`src/hw/rtl/dscl_pkg.sv`:
```
`default_nettype none
package dscl_pkg;

	localparam int ADDR_W          = 32;
	localparam int TAG_W           = 32;
	localparam int MAX_SETS        = 256;
	localparam int MAX_WAYS        = 8;
	localparam int MAX_DATA_BLOCKS = 4;
	localparam int MAX_ADDR_TAGS   = 4;

	localparam int SET_W    = $clog2(MAX_SETS);
	localparam int WAY_W    = $clog2(MAX_WAYS);
	localparam int WAYCNT_W = $clog2(MAX_WAYS + 1);
	localparam int BLK_W    = $clog2(MAX_DATA_BLOCKS);
	localparam int TSEL_W   = $clog2(MAX_ADDR_TAGS);
	localparam int SECTORS  = MAX_SETS * MAX_WAYS;
	localparam int SEC_W    = $clog2(SECTORS);

	localparam int CFG_IDX_W  = 3;
	localparam int CFG_DATA_W = 4;

	// register indexes of the configuration port
	typedef enum logic [CFG_IDX_W-1:0] {
		REG_BLOCK_BYTES_LOG2 = 3'd0,
		REG_SETS_LOG2        = 3'd1,
		REG_WAYS_IN_USE      = 3'd2,
		REG_DATA_BLOCKS_LOG2 = 3'd3,
		REG_ADDR_TAGS_LOG2   = 3'd4
	} cfg_reg_t;

	typedef enum logic [1:0] {
		ACT_HIT        = 2'd0,
		ACT_WRITE_BACK = 2'd1,
		ACT_FETCH      = 2'd2
	} action_t;

	// per-block state inside a sector
	typedef struct packed {
		logic              valid;
		logic              dirty;
		logic [TSEL_W-1:0] sel;
	} blk_t;

	// one row of the sector metadata memory
	typedef struct packed {
		logic [31:0]                    stamp;
		logic [MAX_ADDR_TAGS-1:0]       tag_valid;
		blk_t [MAX_DATA_BLOCKS-1:0]     blk;
	} meta_t;

	typedef logic [MAX_ADDR_TAGS-1:0][TAG_W-1:0] tag_row_t;

	typedef enum logic [2:0] {
		ST_CLEAR,
		ST_IDLE,
		ST_RD,
		ST_EV,
		ST_DECIDE,
		ST_LDV,
		ST_BLK,
		ST_INST
	} state_t;

	// controller to datapath
	typedef struct packed {
		logic clr_step;
		logic accept;
		logic rd_way;
		logic ev_way;
		logic rd_vic;
		logic ld_vic;
		logic blk_step;
		logic install;
		logic emit_hit;
	} cmd_t;

	// datapath to controller
	typedef struct packed {
		logic clr_last;
		logic way_zero;
		logic hit;
		logic blk_last;
		logic blk_wb;
		logic out_free;
	} sts_t;

endpackage
`default_nettype wire

```
`src/hw/rtl/dscl_ctrl.sv`:
```
`default_nettype none
module dscl_ctrl (
	input  wire logic            clk,
	input  wire logic            arst_n,
	input  wire logic            acc_valid,
	output logic                 acc_ready,
	output dscl_pkg::cmd_t       cmd,
	input  wire dscl_pkg::sts_t  sts
);
	import dscl_pkg::*;

	state_t state_q, state_d;

	always_ff @(posedge clk or negedge arst_n) begin
		if (!arst_n) begin
			state_q <= ST_CLEAR;
		end else begin
			state_q <= state_d;
		end
	end

	// sequence clear, way walk, then hit emit or victim read, block sweep, install
	always_comb begin
		cmd       = '0;
		state_d   = state_q;
		acc_ready = 1'b0;
		unique case (state_q)
			ST_CLEAR: begin
				cmd.clr_step = 1'b1;
				if (sts.clr_last) state_d = ST_IDLE;
			end
			ST_IDLE: begin
				acc_ready = 1'b1;
				if (acc_valid) begin
					cmd.accept = 1'b1;
					state_d    = ST_RD;
				end
			end
			ST_RD: begin
				cmd.rd_way = 1'b1;
				state_d    = ST_EV;
			end
			ST_EV: begin
				cmd.ev_way = 1'b1;
				state_d    = sts.way_zero ? ST_DECIDE : ST_RD;
			end
			ST_DECIDE: begin
				if (sts.hit) begin
					if (sts.out_free) begin
						cmd.emit_hit = 1'b1;
						state_d      = ST_IDLE;
					end
				end else begin
					cmd.rd_vic = 1'b1;
					state_d    = ST_LDV;
				end
			end
			ST_LDV: begin
				cmd.ld_vic = 1'b1;
				state_d    = ST_BLK;
			end
			ST_BLK: begin
				if (!sts.blk_wb || sts.out_free) begin
					cmd.blk_step = 1'b1;
					if (sts.blk_last) state_d = ST_INST;
				end
			end
			ST_INST: begin
				if (sts.out_free) begin
					cmd.install = 1'b1;
					state_d     = ST_IDLE;
				end
			end
			default: state_d = ST_CLEAR;
		endcase
	end
endmodule
`default_nettype wire

```
`config.mk`:
```
export PLATFORM = sky130hd
export DESIGN_NAME = dscl_ctrl
export DESIGN_NICKNAME = d
export VERILOG_FILES = /design/src/hw/rtl/dscl_pkg.sv /design/src/hw/rtl/dscl_ctrl.sv
export SDC_FILE = /design/constraint.sdc
export NUM_CORES = 1
export LEC_CHECK = 0
export ABC_AREA = 1
export BUFFER_PORTS_ARGS = -buffer_cell sky130_fd_sc_hd__buf_2
export CORE_AREA = 2 2 39 41
export DETAILED_ROUTE_END_ITERATION = 16
export DIE_AREA = 0 0 41 43
export GPL_ROUTABILITY_DRIVEN = 0
export MAX_ROUTING_LAYER = met4
export SLEW_MARGIN = 25
export SYNTH_ARGS = -nofsm -noshare
export SYNTH_HDL_FRONTEND = slang
export SYNTH_SLANG_ARGS = --single-unit
export TNS_END_PERCENT = 20
```
`constraint.sdc`:
```
create_clock -name clk -period 2.4 [get_ports clk]
set_input_delay 0 -clock clk [delete_from_list [all_inputs] [get_ports clk]]
set_output_delay 0 -clock clk [all_outputs]
set_load 0.1 [all_outputs]
```
# Yosys cells after proc, flatten, opt, wreduce, memory -nomap -nowiden
# Index checks and enable logic that the tools add are counted.
# word_totals
reg_bits	3
in_bits	9
out_inout_bits	10
wordCells	39
# classes
eq_ne	11
n_mux	23
reduce_logical	4
# op_table
operator	n
3-bit case mux with 8 select lines	1
3-bit two-way mux	7
1-bit two-way mux	15
3-bit equality test (second input constant)	4
2-bit != test (second input constant)	4
3-bit by 2-bit equality test with 1-bit output (second input constant)	2
4-bit AND reduction	1
3-bit by 1-bit equality test with 1-bit output (second input constant)	1
3-bit zero test	1
1-bit zero test	1
1-bit logical OR	1

# Logic depth before layout (Yosys ltp)
# Gate-level depths: netlist (run 1).
# depth
depth_word	4
depth_mapped	6
ltp_nobuf	6

# Least setup slack after synthesis (run 1)
# OpenSTA, ideal clock, no wires.
# synth_timing
kind	reg2out
start	register state_q[2]
end	output port cmd[3] in the netlist's numbering
t_arrival_ns	2.572
required_ns	2.400
setup_slack_ns	-0.172
path_stages_with_launch	4
n_path_buf	1
path_cell_list	dfrtp_1 -> buf_6 -> inv_2 -> nor3_1
# synth_lines
element	line	rtl
start, declared	dscl_ctrl.sv:12	state_t state_q, state_d;
start signal, assigned	dscl_ctrl.sv:18	state_q <= state_d;
end, declared	dscl_ctrl.sv:7	output dscl_pkg::cmd_t cmd,

==> metrics.md, run 1 <==
| Metric | Value |
|---|---|
| Post-synth top area share | 0.2459 |
| Via Count | between 300 and 400 |
| Fmax | between 600 and 700 MHz |
| Drt first pass iters | 3 |
| RSZ-0062 raised after global routing | no |
| Commonest non-fill, non-tap cell in the layout | buf_2 |
| Worst-path clk slew | about 0.040 ns |
| R2R setup slack | 1.37 ns |
| FP Rows | 14 |
| Largest net degree at the start of global routing | 9 |
| Later-pin clock latency in the skew report | around 0.23 ns |
| Wire per inst | 8.562 um |
| Yosys top cell by area | dfrtp_1 |
| Largest reg by FF count | state_q |
| Final WL | 762 um |
| Kind of critical path | reg2out |
| TritonCTS buffer count | 3 |
| Req. time, crit path | between 2 and 2.5 ns |
| Worst EP arrival | ~1.6 ns |
| Area grow syn2layout | 45.90% |
| Fin. Hold Viols | 0 |
| Detailed-route DRC error count | 0 |
| DIE WIDTH | 41 um |
| Status | finished clean |
| Initial antenna violation count | 0 |
| Initial drt markers | 3 |
| Slew at the pin closest to its max-slew limit | 0.4880 ns |
| Clk_skew | 0.001510 ns |
| Setup TNS | 0 ns |
| Worst hold path class | in2reg |
| #FFs+latches synth | 3 |
| Warning count from the yosys run | 0 |
| Clock Tree Root | clkbuf_4 |
| Max reg flops | 3 |
| Layout Nets | 83 |
| Avg Inst Size Synth | 5.986 sq um |
| H-tree depth | 1 |
| Vias per cell | between 4 and 5 |
| Syn Std Cell Area | 305.3 sq um |
| All-Layer GR Usage | 0.1124 |
| Reg-to-reg critical path startpoint | state_q[2] |
| Routed Antenna Nets | 0 |
| Hold_sp | sts[4] |
| Layout fillers | ~160 |
| Die height | 43 um |
| IO Pins | 19 |
| CP max FO | 6 |
| Worst setup path end | cmd[0] |
| Clock period minus final worst setup slack | approximately 1.6 ns |
| CORE AREA | around 0.0014 sq mm |
| Gate Count Post-Synth | approximately 50 |
| Die area | approximately 0.0018 sq mm |
| Maxcap violations | 0 |
| Slew margin rel. | 0.6769 |
| TritonCTS clock tree | built |
| Worst Reg-to-Reg Cells | 5 |
| Fin Hold WS | between 0.006 and 0.007 ns |
| Vias in the first global route | around 320 |
| Top post-synthesis cells by area | dfrtp_1 (25%), nand2_1 (16%), inv_1 (9.8%), nor2_1 (8.6%), nand3_1 (8.2%) |
| Final setup vio count | 0 |
| Hpwl dp | 630.4 um |
| Top Registers | state_q (3) |
| Reg2reg end | state_q[0] |
| Post-Syn Nets | 60 |
| Final antenna diode count | 0 |
| Critical Path Start Type | register |
| Total gr overflow | 0 |
| PortBufs | 18 |
| Bufs on Longest Clock Path | 2 |
| Commonest cells after routing, fill and taps aside | buf_2 (18), nand2_1 (13), inv_1 (8) |
| Sink Count | 3 |
| First-pass GRT wire length | 1.297 mm |
| Initial Util | 0.2206 |
| Crit path from | state_q[1] |
| Fin util | 0.3219 |
| Tcrit/Tclk final | 0.6631 |
| Layout cells sized above 1 | 0.3973 |
| Max Slew Vio Count | 0 |
| Register area share after synthesis | 0.2459 |
| Count of cell types in the netlist | 17 |
| Crit. End Element | primary output |
-- final cells by class --
class,instances,area (sq um),share of cell area
Inverter,11,41.29,0.09270
Tap cell,16,20.02,0.04494
Timing Repair Buffer,19,100.1,0.2247
Sequential cell,3,75.07,0.1685
Clock buffer,4,26.28,0.05899
Multi-Input combinational cell,36,182.7,0.4101
-- worst max-delay path, stage by stage, from the launching register on --
cell and delay (ns):
dfrtp_1 0.43, nor2_1 0.18, inv_2 0.09, nor2_4 0.09
inv_2 0.04, nor3_2 0.08, buf_2 0.44
-- routing by layer --
| metal | track usage | up-vias | share of wire |
|---|---|---|---|
| li1 | - | 200 | - |
| met1 | 0.1521 | 154 | 0.48 |
| met2 | 0.1313 | 16 | 0.40 |
| met3 | 0.05759 | 2 | 0.10 |
| met4 | 0.06000 | 0 | 0.013 |
| met5 | - | - | 0 |
-- synth_stat cells --
master,instances
nor2_1,7
inv_2,3
inv_1,8
dfrtp_1,3
nor2_2,1
nand2_1,13
o21ai_0,1
buf_6,1
o21ai_2,1
nand3b_1,1
nor3_1,2
a21oi_1,1
and2_1,1
nand3_1,5
nor3_2,1
nor2_4,1
a21boi_0,1
-- how the worst min path moves through the flow --
| stage | endpoint | depth (start not counted) |
|---|---|---|
| finish | state_q[2] | 3 |
| CTS | state_q[2] | 3 |
| global placement | state_q[2] | 1 |
| global route | state_q[2] | 3 |
| floorplan | state_q[0] | 0 |
| detailed placement | state_q[0] | 1 |
-- stage by stage --
stage               setup WS [ns]  cells  area (sq um)
floorplan                 -0.1518     51         310.3
global placement            1.085     84         409.1
detailed placement          1.059     84         409.1
CTS                        0.7972     89         445.4
global route               0.6817     89         445.4
finish                     0.8086     89         445.4
-- cells by family (layout without fill, tap and decap cells) --
logic type,count (synthesis),after routing,synth area share
DFF,3,3,0.2459
buffers and inverters,12,34,0.1721
and+or+nand+nor,32,32,0.4960
AOI/OAI and AO/OA,4,4,0.08605
-- repair_timing --
item,CTS,global route
hold buffers,1,0
endpoints found under the hold margin,3,0
resized for setup,0,0
setup buffers,0,0
Power of run 1 is left out: the tool's default activity adds up to more than one toggle a clock period on the data nets, which glitch-free logic cannot reach.
==> inputs of run 2 (changes only) <==
Clock period 2.4 ns to 1.5 ns, I/O delays scaled along.
==> run 2 against run 1 <==
  * Hold slack improved by 0.014 ns
  * First-iteration DRC count did not move
  * Count of clock-buffer cells in the layout did not move
  * Sequential share of layout area fell by 3.7 points
  * Flip-flop and latch count did not move
  * Wire length rose by 6.2%
  * Setup slack got worse by 0.75 ns
  * Non-clock buffer count did not move
  * Critical path type unchanged
==> metrics.md, run 2 (synthesized netlist as in run 1, its figures left out) <==
| Metric | Value |
|---|---|
| Sink Count | 3 |
| TritonCTS clock tree | built |
| Tcrit/Tclk final | 0.9626 |
| DIE WIDTH | approximately 40 um |
| PortBufs | 18 |
| DP Area | 541.8 sq um |
| Maxcap violations | 0 |
| Clock Tree Root | clkbuf_4 |
| Worst hold path class | in2reg |
| Later-pin clock latency in the skew report | between 0.2 and 0.25 ns |
| Drt first pass iters | 4 |
| Die height | 43 um |
| First-pass GRT wire length | between 1 and 1.5 mm |
| Detailed-route DRC error count | 0 |
| Hpwl dp | roughly 660 um |
| Initial antenna violation count | 0 |
| Kind of critical path | reg2out |
| Final WL | approximately 810 um |
| H-tree depth | 1 |
| All-Layer GR Usage | 0.1197 |
| Crit-path most repeated cell | inv_2 |
| Worst EP arrival | approximately 1.4 ns |
| Fmax | 692.6 MHz |
| Max reg flops | 3 |
| Commonest cells after routing, fill and taps aside | nand2_1 (13), buf_2 (10), inv_1 (8), buf_12 (8) |
| Vias per cell | between 4 and 5 |
| Routed Antenna Nets | 0 |
| Register area | 76.32 sq um |
| Clock period minus final worst setup slack | between 1 and 1.5 ns |
| Final antenna diode count | 0 |
| Largest reg by FF count | state_q |
| Max Slew Vio Count | 0 |
| Largest delay contributor family on the critical path | simple AND/OR/NAND/NOR gates |
| Slowest stage delay, CP | 0.43 ns |
| Critical Path Start Type | register |
| IO Pins | 19 |
| CORE AREA | around 0.0014 sq mm |
| Wire per inst | between 9 and 10 um |
| Top Registers | state_q (3) |
| Initial Util | 0.2206 |
| Largest net degree at the start of global routing | 9 |
| Layout cells sized above 1 | 0.4795 |
| Area grow syn2layout | 90.57% |
| Vias in the first global route | 370 |
| Crit. End Element | primary output |
| Die area | 0.001763 sq mm |
| Req. time, crit path | approximately 1.5 ns |
| Status | finished clean |
| FP Rows | 14 |
| Slowest stage cell, crit path | dfrtp_1 |
| WP buf/inv | 3 |
| Setup WS post-layout | ~0.056 ns |
| Total gr overflow | 0 |
| Commonest non-fill, non-tap cell in the layout | nand2_1 |
| Worst-path clk slew | 0.03 ns |
| Fin. Hold Viols | 0 |
| Slew margin rel. | 0.6792 |
| Slew at the pin closest to its max-slew limit | around 0.48 ns |
| CP max FO | 5 |
| Initial drt markers | 3 |
| Final setup vio count | 0 |
| Post-route cell area | between 500 and 600 sq um |
| Layout Nets | 83 |
| Via Count | about 380 |
| Final Non-Filler Cells | between 80 and 90 |
| Fin util | 0.4204 |
| Layout fillers | 147 |
| TritonCTS buffer count | 3 |
| Bufs on Longest Clock Path | 2 |
| CP cell instances | nor2_2 > inv_2 > nor2_4 > inv_2 > nor3_2 > buf_12 |
| Placed Instances | 84 |
| Multi-input gate area | between 150 and 200 sq um |
| Clk_skew | 0.0007218 ns |
| Post-Place Worst Slack | 0.2850 ns |
run 2: cell counts in the layout (fill, tap and decap cells not counted):
No cell type changed its count.
run 2: worst register-to-register path: cells and delay by family, from the launching register on:
family / cells / cell delay, ns
and+or+nand+nor: 4 / 0.40
DFF: 1 / 0.46
AOI/OAI and AO/OA: 1 / 0.04
run 2: metrics by stage:
| stage | hold slack [ns] | TNS, ns |
|---|---|---|
| floorplan | -0.2956 | -1.800 |
| global placement | -0.2031 | 0 |
| detailed placement | -0.2034 | 0 |
| CTS | 0.01824 | 0 |
| global route | 0.04147 | -0.002324 |
| finish | 0.02131 | 0 |
run 2: repair_timing:
action | 4_1_cts | 5_1_grt
setup buffers | 0 | 0
gates resized for setup | 0 | 2
endpoints found under the hold margin | 3 | 0
endpoints found under the setup margin | 0 | 1
hold buffers | 1 | 0
run 2: path summary, 6_finish.rpt:
check / start / end / slack, ns / depth (start not counted)
worst max-delay path: state_q[0] / cmd[0] / 0.06 / 6
worst min-delay path: sts[4] / state_q[2] / 0.02 / 3
worst max register to register: state_q[1] / state_q[0] / 0.47 / 5
worst min register to register: state_q[2] / state_q[2] / 0.66 / 2
max in group asynchronous: arst_n / state_q[2] / 1.28 / 2
min in group asynchronous: arst_n / state_q[0] / 0.10 / 2
run 2: routing by layer:
layer / share of wire / global-route usage / vias up
met5: 0 / - / -
met4: 0 / 0.04000 / 0
met3: 0.091 / 0.05236 / 0
met2: 0.49 / 0.1656 / 16
met1: 0.42 / 0.1526 / 167
li1: - / - / 198
run 2: cell type report:
| class | instances | share of cell area |
|---|---|---|
| clock buffer | 4 | 0.04516 |
| timing repair buffer | 19 | 0.3785 |
| inverter | 11 | 0.07097 |
| tap | 16 | 0.03441 |
| sequential | 3 | 0.1312 |
| multi-input combinational | 36 | 0.3398 |
Power of run 2 is left out for the same reason.
==> inputs of run 3 (changes only) <==
Clock period 1.5 ns to 1.7 ns, I/O delays scaled along.
==> run 3 against run 2 <==
  * Critical path depth stayed put
  * Die area unchanged
  * Register-to-register slack improved by 0.15 ns
  * Cell count is 1.1% higher
  * First-iteration DRC count is 100% higher
  * Final area is 20% lower
  * Flip-flop and latch count unchanged
  * Global-route usage is 1.4 points lower
  * Via count fell by 2.1%
  * Sequential share of layout area is 2.9 points higher
==> metrics.md, run 3 (synthesized netlist as in run 1, its figures left out) <==
| Metric | Value |
|---|---|
| Status | finished clean |
| Max reg flops | 3 |
| Max Slew Vio Count | 0 |
| Maxcap violations | 0 |
| Largest reg by FF count | state_q |
| TritonCTS buffer count | 3 |
| Via Count | 373 |
| H-tree depth | 1 |
| Area grow syn2layout | 53.28% |
| Clk_skew | around 0.0037 ns |
| Initial drt markers | 6 |
| TritonCTS clock tree | built |
| Tcrit/Tclk final | 0.8973 |
| Postcts setup bufs | 0 |
| Largest net degree at the start of global routing | 9 |
| Layout Nets | 84 |
| Commonest cells after routing, fill and taps aside | buf_2 (16), nand2_1 (13), inv_1 (8) |
| Slew margin rel. | 0.6782 |
| Kind of critical path | reg2out |
| Clock Tree Root | clkbuf_4 |
| Req. time, crit path | roughly 1.7 ns |
| Later-pin clock latency in the skew report | 0.23 ns |
| Final WL | ~760 um |
| Vias per cell | roughly 4.1 |
| Fmax | ~660 MHz |
| Vias in the first global route | 315 |
| Critical Path Start Type | register |
| Fin. Hold Viols | 0 |
| Wire per inst | ~8.4 um |
| Bufs on Longest Clock Path | 2 |
| Die height | around 43 um |
| Total gr overflow | 0 |
| Initial Util | 0.2206 |
| Final setup vio count | 0 |
| Commonest non-fill, non-tap cell in the layout | buf_2 |
| Worst hold path class | in2reg |
| Final antenna diode count | 0 |
| Top Registers | state_q (3) |
| First-pass GRT wire length | between 1 and 1.5 mm |
| Routed Antenna Nets | 0 |
| Initial antenna violation count | 0 |
| Detailed-route DRC error count | 0 |
| Clock period minus final worst setup slack | ~1.5 ns |
| Layout cells sized above 1 | 0.4189 |
| FP Rows | 14 |
| IO Pins | 19 |
| All-Layer GR Usage | 0.1061 |
| PortBufs | 18 |
| RSZ-0062 raised after global routing | no |
| CP max FO | 6 |
| DIE WIDTH | just over 40 um |
| CORE AREA | between 0.001 and 0.0015 sq mm |
| Worst-path clk slew | ~0.030 ns |
| Fin util | 0.3382 |
| Die area | 0.001763 sq mm |
| Crit. End Element | primary output |
| Hpwl dp | 616.7 um |
| Worst EP arrival | roughly 1.5 ns |
| Drt first pass iters | 4 |
| Sink Count | 3 |
| Slew at the pin closest to its max-slew limit | approximately 0.49 ns |
[run 3: changes by cell type in the layout (fill, tap and decap cells not counted), sizes merged]
cell,before,now
buf,18,16
clkbuf,4,6
dlygate4sd3,1,2
[run 3: final timing paths]
path / from / to / slack, ns / depth (start not counted)
hold reg to reg: state_q[0] / state_q[1] / 0.69 / 3
setup reg to reg: state_q[2] / state_q[0] / 0.62 / 5
max in group asynchronous: arst_n / state_q[2] / 1.50 / 2
min in group asynchronous: arst_n / state_q[0] / 0.09 / 2
setup / recovery: state_q[1] / cmd[0] / 0.17 / 6
hold / removal: sts[2] / state_q[1] / 0.08 / 4
[run 3: final cells by class]
type	instances	area (sq um)
Clock buffer	4	26.28
Fill cell	154	915.9
Inverter	11	41.29
Multi-Input combinational cell	36	190.2
Sequential cell	3	75.07
Tap cell	16	20.02
Timing Repair Buffer	20	115.1
[run 3: worst max-delay path, stage by stage (launching register included)]
cell,delay [ns]
dfrtp_1,0.44
nor2_1,0.19
inv_2,0.09
nor2_4,0.09
inv_2,0.04
nor3_2,0.09
clkbuf_4,0.34
[run 3: stage by stage]
step | cell area [sq um] | hold slack, ns | setup slack, ns | std cells | TNS, ns
finish | 467.9 | 0.07724 | 0.1746 | 90 | 0
detailed placement | 416.7 | -0.2016 | 0.3457 | 84 | 0
CTS | 462.9 | 0.06839 | 0.08071 | 90 | 0
floorplan | 317.8 | -0.2956 | -0.3283 | 51 | -1.207
global route | 467.9 | 0.07472 | 0.02849 | 90 | 0
global placement | 416.7 | -0.2006 | 0.3553 | 84 | 0
[run 3: timing repair]
item,in CTS,in global routing
gates resized for setup,0,2
hold buffers,2,0
setup endpoints to repair,0,2
hold endpoints to repair,4,0
[run 3: metal layers]
| layer | share of wire | up-vias | global-route usage | routed length [um] |
|---|---|---|---|---|
| met5 | 0 | - | - | 0 |
| met3 | 0.084 | 0 | 0.03141 | 64 |
| met1 | 0.47 | 156 | 0.1355 | 354 |
| li1 | - | 200 | - | - |
| met4 | 0 | 0 | 0.06000 | 0 |
| met2 | 0.45 | 17 | 0.1438 | 339 |
Power of run 3 is left out for the same reason.
